$ cat src/rtl/core/trt_pkg.sv
// Shared types for the Turtle RDF tokenizer: token codes, the token record and
// the two-token bundle that one input item can produce. No dependencies.
`timescale 1ns / 1ps
`default_nettype none

package trt_pkg;

    // Token kinds as they appear on the output
    typedef enum logic [2:0] {
        TK_DOT   = 3'd0,
        TK_SEMI  = 3'd1,
        TK_COMMA = 3'd2,
        TK_IRI   = 3'd3,
        TK_LIT   = 3'd4,
        TK_UNK   = 3'd5,
        TK_EOF   = 3'd6
    } t_tok_type;

    localparam int POS_W = 31;

    typedef struct packed {
        t_tok_type          ttype;
        logic [POS_W-1:0]   toff;
        logic [POS_W-1:0]   tlen;
        logic               tlast;
    } t_token;

    // Up to two tokens per input item; v1 is only set together with v0
    typedef struct packed {
        logic   v0;
        logic   v1;
        t_token tok0;
        t_token tok1;
    } t_tok_pair;

endpackage

`default_nettype wire

$ cat src/rtl/core/trt_scan.sv
// Lexer core: scan state registers and the per-byte next-state/token logic.
// Depends on trt_pkg.
`timescale 1ns / 1ps
`default_nettype none

module trt_scan (
    input  wire logic              i_clk,
    input  wire logic              i_rst_n,
    input  wire logic              i_step,
    input  wire logic [7:0]        i_byte,
    input  wire logic              i_eod,
    output trt_pkg::t_tok_pair     o_toks
);
    import trt_pkg::*;

    typedef enum logic [3:0] {
        M_IDLE, M_Q1, M_Q2, M_SBODY, M_SESC, M_TBODY, M_SUFFIX,
        M_LT1, M_IRI, M_NAME, M_NINT, M_NFRAC, M_NEXP0, M_NEXPD
    } t_mode;

    localparam logic [7:0] CH_BSLASH = 8'h5C;
    localparam logic [7:0] CH_LT     = 8'h3C;
    localparam logic [7:0] CH_GT     = 8'h3E;
    localparam logic [7:0] CH_LC_E   = 8'h65;
    localparam logic [7:0] CH_UC_E   = 8'h45;
    localparam logic [7:0] CH_DQUOTE = 8'h22;
    localparam logic [7:0] CH_SQUOTE = 8'h27;
    localparam logic [7:0] CH_DOT    = 8'h2E;
    localparam logic [7:0] CH_SEMI   = 8'h3B;
    localparam logic [7:0] CH_COMMA  = 8'h2C;
    localparam logic [7:0] CH_COLON  = 8'h3A;
    localparam logic [7:0] CH_UNDER  = 8'h5F;
    localparam logic [7:0] CH_MINUS  = 8'h2D;
    localparam logic [7:0] CH_PLUS   = 8'h2B;

    function automatic logic is_blank(input logic [7:0] c);
        return (c == 8'h20) || (c == 8'h09) || (c == 8'h0D) || (c == 8'h0A);
    endfunction

    function automatic logic is_digit(input logic [7:0] c);
        return (c >= 8'h30) && (c <= 8'h39);
    endfunction

    function automatic logic is_letter(input logic [7:0] c);
        return ((c >= 8'h61) && (c <= 8'h7A)) || ((c >= 8'h41) && (c <= 8'h5A));
    endfunction

    function automatic logic is_name_tail(input logic [7:0] c);
        return is_letter(c) || is_digit(c) || (c == CH_UNDER) || (c == CH_MINUS)
            || (c == CH_COLON);
    endfunction

    t_mode            r_mode,   n_mode;
    logic [POS_W-1:0] r_pos,    n_pos;
    logic [POS_W-1:0] r_start,  n_start;
    logic             r_single, n_single;
    logic [1:0]       r_run,    n_run;
    logic [7:0]       r_prev,   n_prev;

    logic [7:0]       q_char;
    logic [POS_W-1:0] len_here, len_incl;
    logic [1:0]       run_inc;
    logic             is_sfx_end;

    // token opened by the byte that starts something new
    t_mode            bg_mode;
    logic             bg_start, bg_quote, bg_emit;
    t_tok_type        bg_type;

    logic             do_begin;
    logic             a_v, b_v;
    t_token           a_tok, b_tok;
    t_tok_type        pend_type;

    always_comb begin
        n_mode   = r_mode;
        n_pos    = r_pos;
        n_start  = r_start;
        n_single = r_single;
        n_run    = r_run;
        n_prev   = r_prev;

        q_char     = r_single ? CH_SQUOTE : CH_DQUOTE;
        len_here   = r_pos - r_start;
        len_incl   = r_pos + {{(POS_W-1){1'b0}}, 1'b1} - r_start;
        run_inc    = ((r_run == 2'd0) && (r_prev == CH_BSLASH)) ? r_run : r_run + 2'd1;
        is_sfx_end = is_blank(i_byte) || (i_byte == CH_DOT) || (i_byte == CH_SEMI)
                  || (i_byte == CH_COMMA);

        // decode of a byte seen between tokens
        bg_mode  = M_IDLE;
        bg_start = 1'b0;
        bg_quote = 1'b0;
        bg_emit  = 1'b0;
        bg_type  = TK_UNK;
        if (is_blank(i_byte)) begin
            bg_mode = M_IDLE;
        end else if ((i_byte == CH_DQUOTE) || (i_byte == CH_SQUOTE)) begin
            bg_mode  = M_Q1;
            bg_start = 1'b1;
            bg_quote = 1'b1;
        end else if (i_byte == CH_LT) begin
            bg_mode  = M_LT1;
            bg_start = 1'b1;
        end else if (i_byte == CH_GT) begin
            bg_emit = 1'b1;
        end else if (is_letter(i_byte) || (i_byte == CH_COLON) || (i_byte == CH_UNDER)) begin
            bg_mode  = M_NAME;
            bg_start = 1'b1;
        end else if (is_digit(i_byte)) begin
            bg_mode  = M_NINT;
            bg_start = 1'b1;
        end else if (i_byte == CH_DOT) begin
            bg_emit = 1'b1;
            bg_type = TK_DOT;
        end else if (i_byte == CH_SEMI) begin
            bg_emit = 1'b1;
            bg_type = TK_SEMI;
        end else if (i_byte == CH_COMMA) begin
            bg_emit = 1'b1;
            bg_type = TK_COMMA;
        end else begin
            bg_emit = 1'b1;
        end

        case (r_mode)
            M_LT1, M_IRI, M_NAME:              pend_type = TK_IRI;
            M_NINT, M_NFRAC, M_NEXP0, M_NEXPD: pend_type = TK_UNK;
            default:                           pend_type = TK_LIT;
        endcase

        do_begin = 1'b0;
        a_v      = 1'b0;
        b_v      = 1'b0;
        a_tok    = '{ttype: TK_IRI, toff: r_start, tlen: len_here, tlast: 1'b0};
        b_tok    = '{ttype: bg_type, toff: r_pos, tlen: {{(POS_W-1){1'b0}}, 1'b1},
                     tlast: 1'b0};

        if (i_eod) begin
            // flush whatever is open, then EOF at the current position
            a_v         = (r_mode != M_IDLE);
            a_tok.ttype = pend_type;
            b_v         = 1'b1;
            b_tok       = '{ttype: TK_EOF, toff: r_pos, tlen: '0, tlast: 1'b0};
            n_mode      = M_IDLE;
            n_run       = 2'd0;
        end else begin
            case (r_mode)
                M_Q1: begin
                    if (i_byte == q_char)         n_mode = M_Q2;
                    else if (i_byte == CH_BSLASH) n_mode = M_SESC;
                    else                          n_mode = M_SBODY;
                end
                M_Q2: begin
                    if (i_byte == q_char) begin
                        n_mode = M_TBODY;
                        n_run  = 2'd0;
                    end else if (is_sfx_end) begin
                        a_v         = 1'b1;
                        a_tok.ttype = TK_LIT;
                        do_begin    = 1'b1;
                    end else begin
                        n_mode = M_SUFFIX;
                    end
                end
                M_SBODY: begin
                    if (i_byte == q_char)         n_mode = M_SUFFIX;
                    else if (i_byte == CH_BSLASH) n_mode = M_SESC;
                end
                M_SESC: begin
                    n_mode = M_SBODY;
                end
                M_TBODY: begin
                    if (i_byte == q_char) begin
                        if (run_inc == 2'd3) begin
                            n_run  = 2'd0;
                            n_mode = M_SUFFIX;
                        end else begin
                            n_run = run_inc;
                        end
                    end else begin
                        n_run = 2'd0;
                    end
                end
                M_SUFFIX: begin
                    if (is_sfx_end) begin
                        a_v         = 1'b1;
                        a_tok.ttype = TK_LIT;
                        do_begin    = 1'b1;
                    end
                end
                M_LT1: begin
                    if (i_byte == CH_LT) begin
                        // double angle: first '<' stands alone
                        a_v        = 1'b1;
                        a_tok      = '{ttype: TK_UNK, toff: r_start,
                                       tlen: {{(POS_W-1){1'b0}}, 1'b1}, tlast: 1'b0};
                        do_begin   = 1'b1;
                    end else if (i_byte == CH_GT) begin
                        a_v        = 1'b1;
                        a_tok.tlen = len_incl;
                        n_mode     = M_IDLE;
                    end else begin
                        n_mode = M_IRI;
                    end
                end
                M_IRI: begin
                    if (i_byte == CH_GT) begin
                        a_v        = 1'b1;
                        a_tok.tlen = len_incl;
                        n_mode     = M_IDLE;
                    end
                end
                M_NAME: begin
                    if (!is_name_tail(i_byte)) begin
                        a_v      = 1'b1;
                        do_begin = 1'b1;
                    end
                end
                M_NINT: begin
                    if (is_digit(i_byte)) begin
                        n_mode = M_NINT;
                    end else if (i_byte == CH_DOT) begin
                        n_mode = M_NFRAC;
                    end else if ((i_byte == CH_LC_E) || (i_byte == CH_UC_E)) begin
                        n_mode = M_NEXP0;
                    end else begin
                        a_v         = 1'b1;
                        a_tok.ttype = TK_UNK;
                        do_begin    = 1'b1;
                    end
                end
                M_NFRAC: begin
                    if (is_digit(i_byte)) begin
                        n_mode = M_NFRAC;
                    end else if ((i_byte == CH_LC_E) || (i_byte == CH_UC_E)) begin
                        n_mode = M_NEXP0;
                    end else begin
                        a_v         = 1'b1;
                        a_tok.ttype = TK_UNK;
                        do_begin    = 1'b1;
                    end
                end
                M_NEXP0: begin
                    if ((i_byte == CH_PLUS) || (i_byte == CH_MINUS) || is_digit(i_byte)) begin
                        n_mode = M_NEXPD;
                    end else begin
                        a_v         = 1'b1;
                        a_tok.ttype = TK_UNK;
                        do_begin    = 1'b1;
                    end
                end
                M_NEXPD: begin
                    if (!is_digit(i_byte)) begin
                        a_v         = 1'b1;
                        a_tok.ttype = TK_UNK;
                        do_begin    = 1'b1;
                    end
                end
                default: begin
                    do_begin = 1'b1;
                end
            endcase

            if (do_begin) begin
                n_mode = bg_mode;
                b_v    = bg_emit;
                if (bg_start) n_start = r_pos;
                if (bg_quote) begin
                    n_single = (i_byte == CH_SQUOTE);
                    n_run    = 2'd0;
                end
            end
            n_prev = i_byte;
            n_pos  = r_pos + {{(POS_W-1){1'b0}}, 1'b1};
        end

        // pack into slot order, mark the last one
        o_toks.v0   = a_v || b_v;
        o_toks.v1   = a_v && b_v;
        o_toks.tok0 = a_v ? a_tok : b_tok;
        o_toks.tok1 = b_tok;
        o_toks.tok0.tlast = !(a_v && b_v);
        o_toks.tok1.tlast = 1'b1;
    end

    always_ff @(posedge i_clk) begin
        if (!i_rst_n) begin
            r_mode   <= M_IDLE;
            r_pos    <= '0;
            r_start  <= '0;
            r_single <= 1'b0;
            r_run    <= 2'd0;
            r_prev   <= 8'd0;
        end else if (i_step) begin
            r_mode   <= n_mode;
            r_pos    <= n_pos;
            r_start  <= n_start;
            r_single <= n_single;
            r_run    <= n_run;
            r_prev   <= n_prev;
        end
    end

endmodule

`default_nettype wire

$ cat src/rtl/core/trt_outq.sv
// Four-entry token queue: per cycle up to two tokens in and, if ready, one out.
// Depends on trt_pkg.
`timescale 1ns / 1ps
`default_nettype none

module trt_outq (
    input  wire logic              i_clk,
    input  wire logic              i_rst_n,
    input  wire logic              i_push,
    input  trt_pkg::t_tok_pair     i_toks,
    output logic                   o_room2,
    output logic                   o_valid,
    input  wire logic              i_ready,
    output trt_pkg::t_token        o_tok
);
    import trt_pkg::*;

    t_token     r_mem [4];
    logic [1:0] r_wr, n_wr;
    logic [1:0] r_rd, n_rd;
    logic [2:0] r_cnt, n_cnt;
    logic       wr0, wr1, pop;

    assign wr0     = i_push && i_toks.v0;
    assign wr1     = i_push && i_toks.v1;
    assign pop     = o_valid && i_ready;
    assign o_valid = (r_cnt != 3'd0);
    assign o_room2 = (r_cnt <= 3'd2);
    assign o_tok   = r_mem[r_rd];

    always_comb begin
        n_wr  = r_wr + {1'b0, wr0} + {1'b0, wr1};
        n_rd  = r_rd + {1'b0, pop};
        n_cnt = r_cnt + {2'b00, wr0} + {2'b00, wr1} - {2'b00, pop};
    end

    always_ff @(posedge i_clk) begin
        if (!i_rst_n) begin
            r_wr  <= 2'd0;
            r_rd  <= 2'd0;
            r_cnt <= 3'd0;
        end else begin
            r_wr  <= n_wr;
            r_rd  <= n_rd;
            r_cnt <= n_cnt;
        end
    end

    always_ff @(posedge i_clk) begin
        if (wr0) r_mem[r_wr] <= i_toks.tok0;
        if (wr1) r_mem[r_wr + 2'd1] <= i_toks.tok1;
    end

endmodule

`default_nettype wire

$ cat src/rtl/core/turtle_rdf_tokenizer.sv
// Top level of the Turtle RDF tokenizer: input register, lexer core, token queue.
// Depends on trt_pkg, trt_scan and trt_outq.
//
// Usage:
//   Input channel s_axis: one text byte per item in tdata; tuser = 1 marks end of
//   data (tdata ignored), which flushes any open token and then gives an EOF token.
//   Output channel m_axis: one token per item; tdata = type, offset, length;
//   tlast marks the last token caused by one input item. An input item causes
//   zero, one or two tokens.
//   Path: a taken item sits in the input register and is lexed from there; its
//   tokens are written into the queue and reach m_axis behind any queued ones.
//   Throughput: one input item per cycle while the queue has room for two
//   tokens. The lexer state update is combinational logic into its registers,
//   so the rate is bounded only by the output side, where tokens leave one at
//   a time; an item causing two tokens is buffered by the four-token queue.
//   Stall: while m_axis_tready is low the queue fills; once fewer than two free
//   slots remain the held item waits in the input register, and s_axis_tready
//   drops when that register is occupied too. Nothing is lost or reordered.
//   Reset (i_rst_n low, synchronous): lexer idle, position and token start zero,
//   queue empty, input register empty.
`timescale 1ns / 1ps
`default_nettype none

module turtle_rdf_tokenizer (
    input  wire logic        i_clk,
    input  wire logic        i_rst_n,
    // input byte stream
    input  wire logic        s_axis_tvalid,
    output logic             s_axis_tready,
    input  wire logic [7:0]  s_axis_tdata,   // [7:0] data_byte
    input  wire logic        s_axis_tuser,   // [0] end_of_data
    // token stream
    output logic             m_axis_tvalid,
    input  wire logic        m_axis_tready,
    output logic [71:0]      m_axis_tdata,   // [2:0] token_type, [33:3] token_offset,
                                             // [64:34] token_length, [71:65] zero
    output logic             m_axis_tlast    // last_of_run
);
    import trt_pkg::*;

    // input register
    logic       r_iv;
    logic [7:0] r_ibyte;
    logic       r_ieod;

    logic       step;
    logic       room2;
    t_tok_pair  toks;
    t_token     out_tok;

    // lex the held item only when the queue can take two tokens
    assign step          = r_iv && room2;
    assign s_axis_tready = !r_iv || step;

    always_ff @(posedge i_clk) begin
        if (!i_rst_n) begin
            r_iv <= 1'b0;
        end else if (s_axis_tready) begin
            r_iv <= s_axis_tvalid;
        end
    end

    always_ff @(posedge i_clk) begin
        if (s_axis_tvalid && s_axis_tready) begin
            r_ibyte <= s_axis_tdata;
            r_ieod  <= s_axis_tuser;
        end
    end

    trt_scan u_scan (
        .i_clk   (i_clk),
        .i_rst_n (i_rst_n),
        .i_step  (step),
        .i_byte  (r_ibyte),
        .i_eod   (r_ieod),
        .o_toks  (toks)
    );

    trt_outq u_outq (
        .i_clk   (i_clk),
        .i_rst_n (i_rst_n),
        .i_push  (step),
        .i_toks  (toks),
        .o_room2 (room2),
        .o_valid (m_axis_tvalid),
        .i_ready (m_axis_tready),
        .o_tok   (out_tok)
    );

    assign m_axis_tdata = {7'd0, out_tok.tlen, out_tok.toff, out_tok.ttype};
    assign m_axis_tlast = out_tok.tlast;

endmodule

`default_nettype wire

$ cat config.mk
export PLATFORM = sky130hd
export DESIGN_NAME = turtle_rdf_tokenizer
export DESIGN_NICKNAME = d
export VERILOG_FILES = /design/src/rtl/core/trt_pkg.sv /design/src/rtl/core/trt_scan.sv /design/src/rtl/core/trt_outq.sv /design/src/rtl/core/turtle_rdf_tokenizer.sv
export SDC_FILE = /design/constraint.sdc
export NUM_CORES = 1
export LEC_CHECK = 0
export BUFFER_PORTS_ARGS = -buffer_cell sky130_fd_sc_hd__buf_4
export CAP_MARGIN = 25
export CELL_PAD_IN_SITES_DETAIL_PLACEMENT = 0
export CELL_PAD_IN_SITES_GLOBAL_PLACEMENT = 1
export CORE_ASPECT_RATIO = 0.8
export CORE_MARGIN = 10
export CORE_UTILIZATION = 55
export DETAILED_ROUTE_END_ITERATION = 7
export GPL_TIMING_DRIVEN = 0
export PLACE_DENSITY_LB_ADDON = 0.1
export SLEW_MARGIN = 15
export SYNTH_ARGS = -nofsm -noshare
export SYNTH_HDL_FRONTEND = slang
export SYNTH_HIERARCHICAL = 1
export SYNTH_SLANG_ARGS = --single-unit
$ cat constraint.sdc
create_clock -name i_clk -period 18.5 [get_ports i_clk]
set_clock_uncertainty 0.2 [all_clocks]
set_input_delay 5.55 -clock i_clk [delete_from_list [all_inputs] [get_ports i_clk]]
set_output_delay 5.55 -clock i_clk [all_outputs]
set_load 0.005 [all_outputs]
==> results by group <==
Outcome
  – Run status: completed

Global route
  – Largest net degree at the start of global routing: 40
  – Vias in the first global route: roughly 16000
  – Initial antenna violation count: 0
  – Total gr overflow: 0
  – Gr usage total: 25.01%
  – First-pass GRT wire length: 94040 um

Finish
  – Fin cells: 2606
  – Fin util: ~64%
  – Area grow syn2layout: 14.02%
  – Layout cells sized above 1: between 20% and 30%
  – Filler cells: ~3200
  – Nets: 2121
  – Register area: 9899 um2
  – Area of the multi-input gates: around 11000 um2

STA
  – Rel. slew slack: 8.067%
  – Tightest Pin Transition: 1.379 ns
  – Fmax: ~120 MHz
  – RSZ-0062 raised after global routing: false
  – Period minus WS final: between 8 and 9 ns
  – Final setup violation count: 0
  – Slew Limit Fails: 0
  – Final Worst Setup Slack: between 10 and 15 ns
  – Final Cycle Share: about 45%
  – Worst hold slack: 0.2659 ns
  – Setup TNS: 0 ns
  – Final Hold Fails: 0

Die
  – Die H: between 150 and 200 um
  – Core area: between 30000 and 40000 um2
  – Die Area: ~49000 um2
  – Initial Utilization: a little under three fifths
  – Die W: around 240 um
  – # rows: 65
  – Top-Level Pins: just under 90

Clock network
  – # hold bufs at CTS: 0
  – TritonCTS clock tree: yes
  – Clk_lat worst skew: approximately 0.54 ns
  – Root Buffer: clkbuf_16
  – Total CTS buffers: 38
  – Clock Path Buffers: 3
  – CTS H-Tree Depth: 2
  – Post-CTS sizing: 0
  – Post-CTS setup buffers: 0
  – Clock sinks: around 360
  – Worst-path clk slew: around 0.06 ns

Placed design
  – Routability Congestion: around 0.92
  – PortBufs: 80
  – Dpl ws: 10.73 ns
  – DP HPWL: about 45000 um
  – Placed Cells: between 2000 and 3000

Yosys
  – Cell with the most instances after synthesis: edfxtp_1
  – Synth area leaders: edfxtp_1, mux2_2, dfxtp_1
  – Netlist Area Pre-Place: 22040 um2
  – Main combinational cell family by area after synthesis: multiplexers
  – Cells after Synth: roughly 1900
  – Yosys reg bits: ~360
  – Synth Flop Type: edfxtp_1
  – Synth cell types: 92
  – EDFF count, synth: about 270
  – Seq/Total Area, Yosys: 44.91%
  – Top cell type's share of synthesized area: ~37%
  – Synth Area in Simple Gates: roughly a tenth
  – Yosys warnings: 6
  – Top cells by count, synth: edfxtp_1, mux2_2, nand2_1
  – Post-Synth Adder-Cell Area: between 4 and 5%
  – Area leader, netlist: edfxtp_1
  – Avg Cell Area, Syn: roughly 12 um2
  – Xor-xnor portion of the synthesized cell area: 4.093%
  – Post-synthesis compound-gate area fraction: 9.900%
  – Mux contribution to synthesized area: between 20% and 30%
  – Async SR Flop Fraction: 0%

Detailed routing
  – Iteration-0 DRC Markers: around 1400
  – DR vias/cell: approximately 6.0
  – Detailed-route DRC error count: 0
  – Post-Route WL: approximately 61000 um
  – Routed Antenna Nets: 0
  – Via count: between 15000 and 20000
  – DR pass1 iterations: 5
  – Wire per inst: 23.53 um

Power
  – VDD IR max: around 0.000073 V
  – Power Dens Cells: slightly below 90 nW/um2
  – Leak pwr: between 9 and 10 nW

Hold path
  – Hold Crit Class: flop to flop
  – Hold depth: 2

Setup path
  – CP endpoint kind: primary output
  – CP Launch Type: flop
  – Reg2Reg Depth: 17
  – Crit path largest cell delay: around 0.63 ns
  – Crit-path cells: buf_2 > clkbuf_1 > mux4_2 > buf_4
  – Kind of critical path: flop to primary output
  – Slowest-stage cell, CP: clkbuf_1
  – Required time of the critical path: about 13 ns
  – Reg2reg setup slack: around 12 ns
  – Critical Path Fanout Max: 10
  – Arrival time at the worst endpoint: approximately 2.6 ns

Run
  – Max-Cap Viols: 0
-- logic make-up (layout without fill, tap and decap cells) --
| kind of cell | count (synthesis) | count (layout) |
|---|---|---|
| AO/OA/AOI/OAI | 325 | 325 |
| multiplexers | 365 | 365 |
| flip-flops | 358 | 358 |
| AND/OR/NAND/NOR | 433 | 433 |
| buffers and inverters | 209 | 378 |
| other | 3 | 39 |
| XOR/XNOR | 103 | 103 |
| adder cells (fa/ha/maj) | 69 | 69 |
-- worst max-delay path, delay by kind of cell, from the launching register on --
kind | cells | cell delay [ns]
buffers and inverters | 3 | 1.22
flip-flops | 1 | 0.42
multiplexers | 1 | 0.45
-- flip-flops by register name, summed over array words and instances (netlist names) --
name	count
u_outq/r_mem	264
u_scan/r_pos	31
u_scan/r_start	31
r_ibyte	8
u_scan/r_prev	8
u_scan/r_mode	4
u_outq/r_cnt	3
u_outq/r_rd	2
u_outq/r_wr	2
u_scan/r_run	2
r_ieod	1
r_iv	1
u_scan/r_single	1
-- power breakdown --
part           switching [mW]  internal, mW
registers              0.0156         0.909
clock network           0.322         0.479
logic                   0.241         0.251
total                   0.579          1.64
-- layout make-up --
class | count | area share [%]
diodes | 1 | 0.009958
plain buffers | 151 | 3.401
clock buffers | 57 | 4.476
clock inverters | 13 | 0.7369
inverters | 58 | 0.8663
multi-input cells | 1333 | 44.71
flip-flops and latches | 358 | 39.39
well taps | 536 | 2.669
repair buffers | 99 | 3.734
-- cell usage in the layout, fill, tap and decap left out, drive strengths merged, types with 57 or more instances in the layout --
master / n
edfxtp: 273
mux2: 266
buf: 186
nand2: 123
clkbuf: 121
dfxtp: 85
o21ai: 82
nor2: 70
a21oi: 69
mux4: 66
ha: 64
inv: 58
xnor2: 57
-- metal layers --
layer	track usage, %	part of all wire, %	vias up
li1	-	-	7301
met1	34.30	44	7699
met5	0	0	-
met4	7.532	2.8	0
met2	40.51	47	485
met3	3.790	6.1	87
-- worst paths after layout --
kind,start,end
setup / recovery,u_outq/r_rd[1],m_axis_tdata[1]
hold / removal,u_scan/r_prev[5],u_scan/r_prev[5]
setup reg to reg,u_scan/r_pos[1],u_outq/r_mem[3][25]
hold reg to reg,u_scan/r_prev[5],u_scan/r_prev[5]
-- per-stage QoR --
| stage | total power [mW] | cell area (um2) |
|---|---|---|
| 2_1_floorplan | 1.226 | 22170 |
| 5_1_grt | 2.304 | 25130 |
| 3_5_place_dp | 1.438 | 23810 |
| 3_3_place_gp | 1.428 | 23440 |
| 4_1_cts | 2.235 | 25120 |
| 6_report | 2.218 | 25130 |
Note: power is estimated with default switching activity, not from simulation.
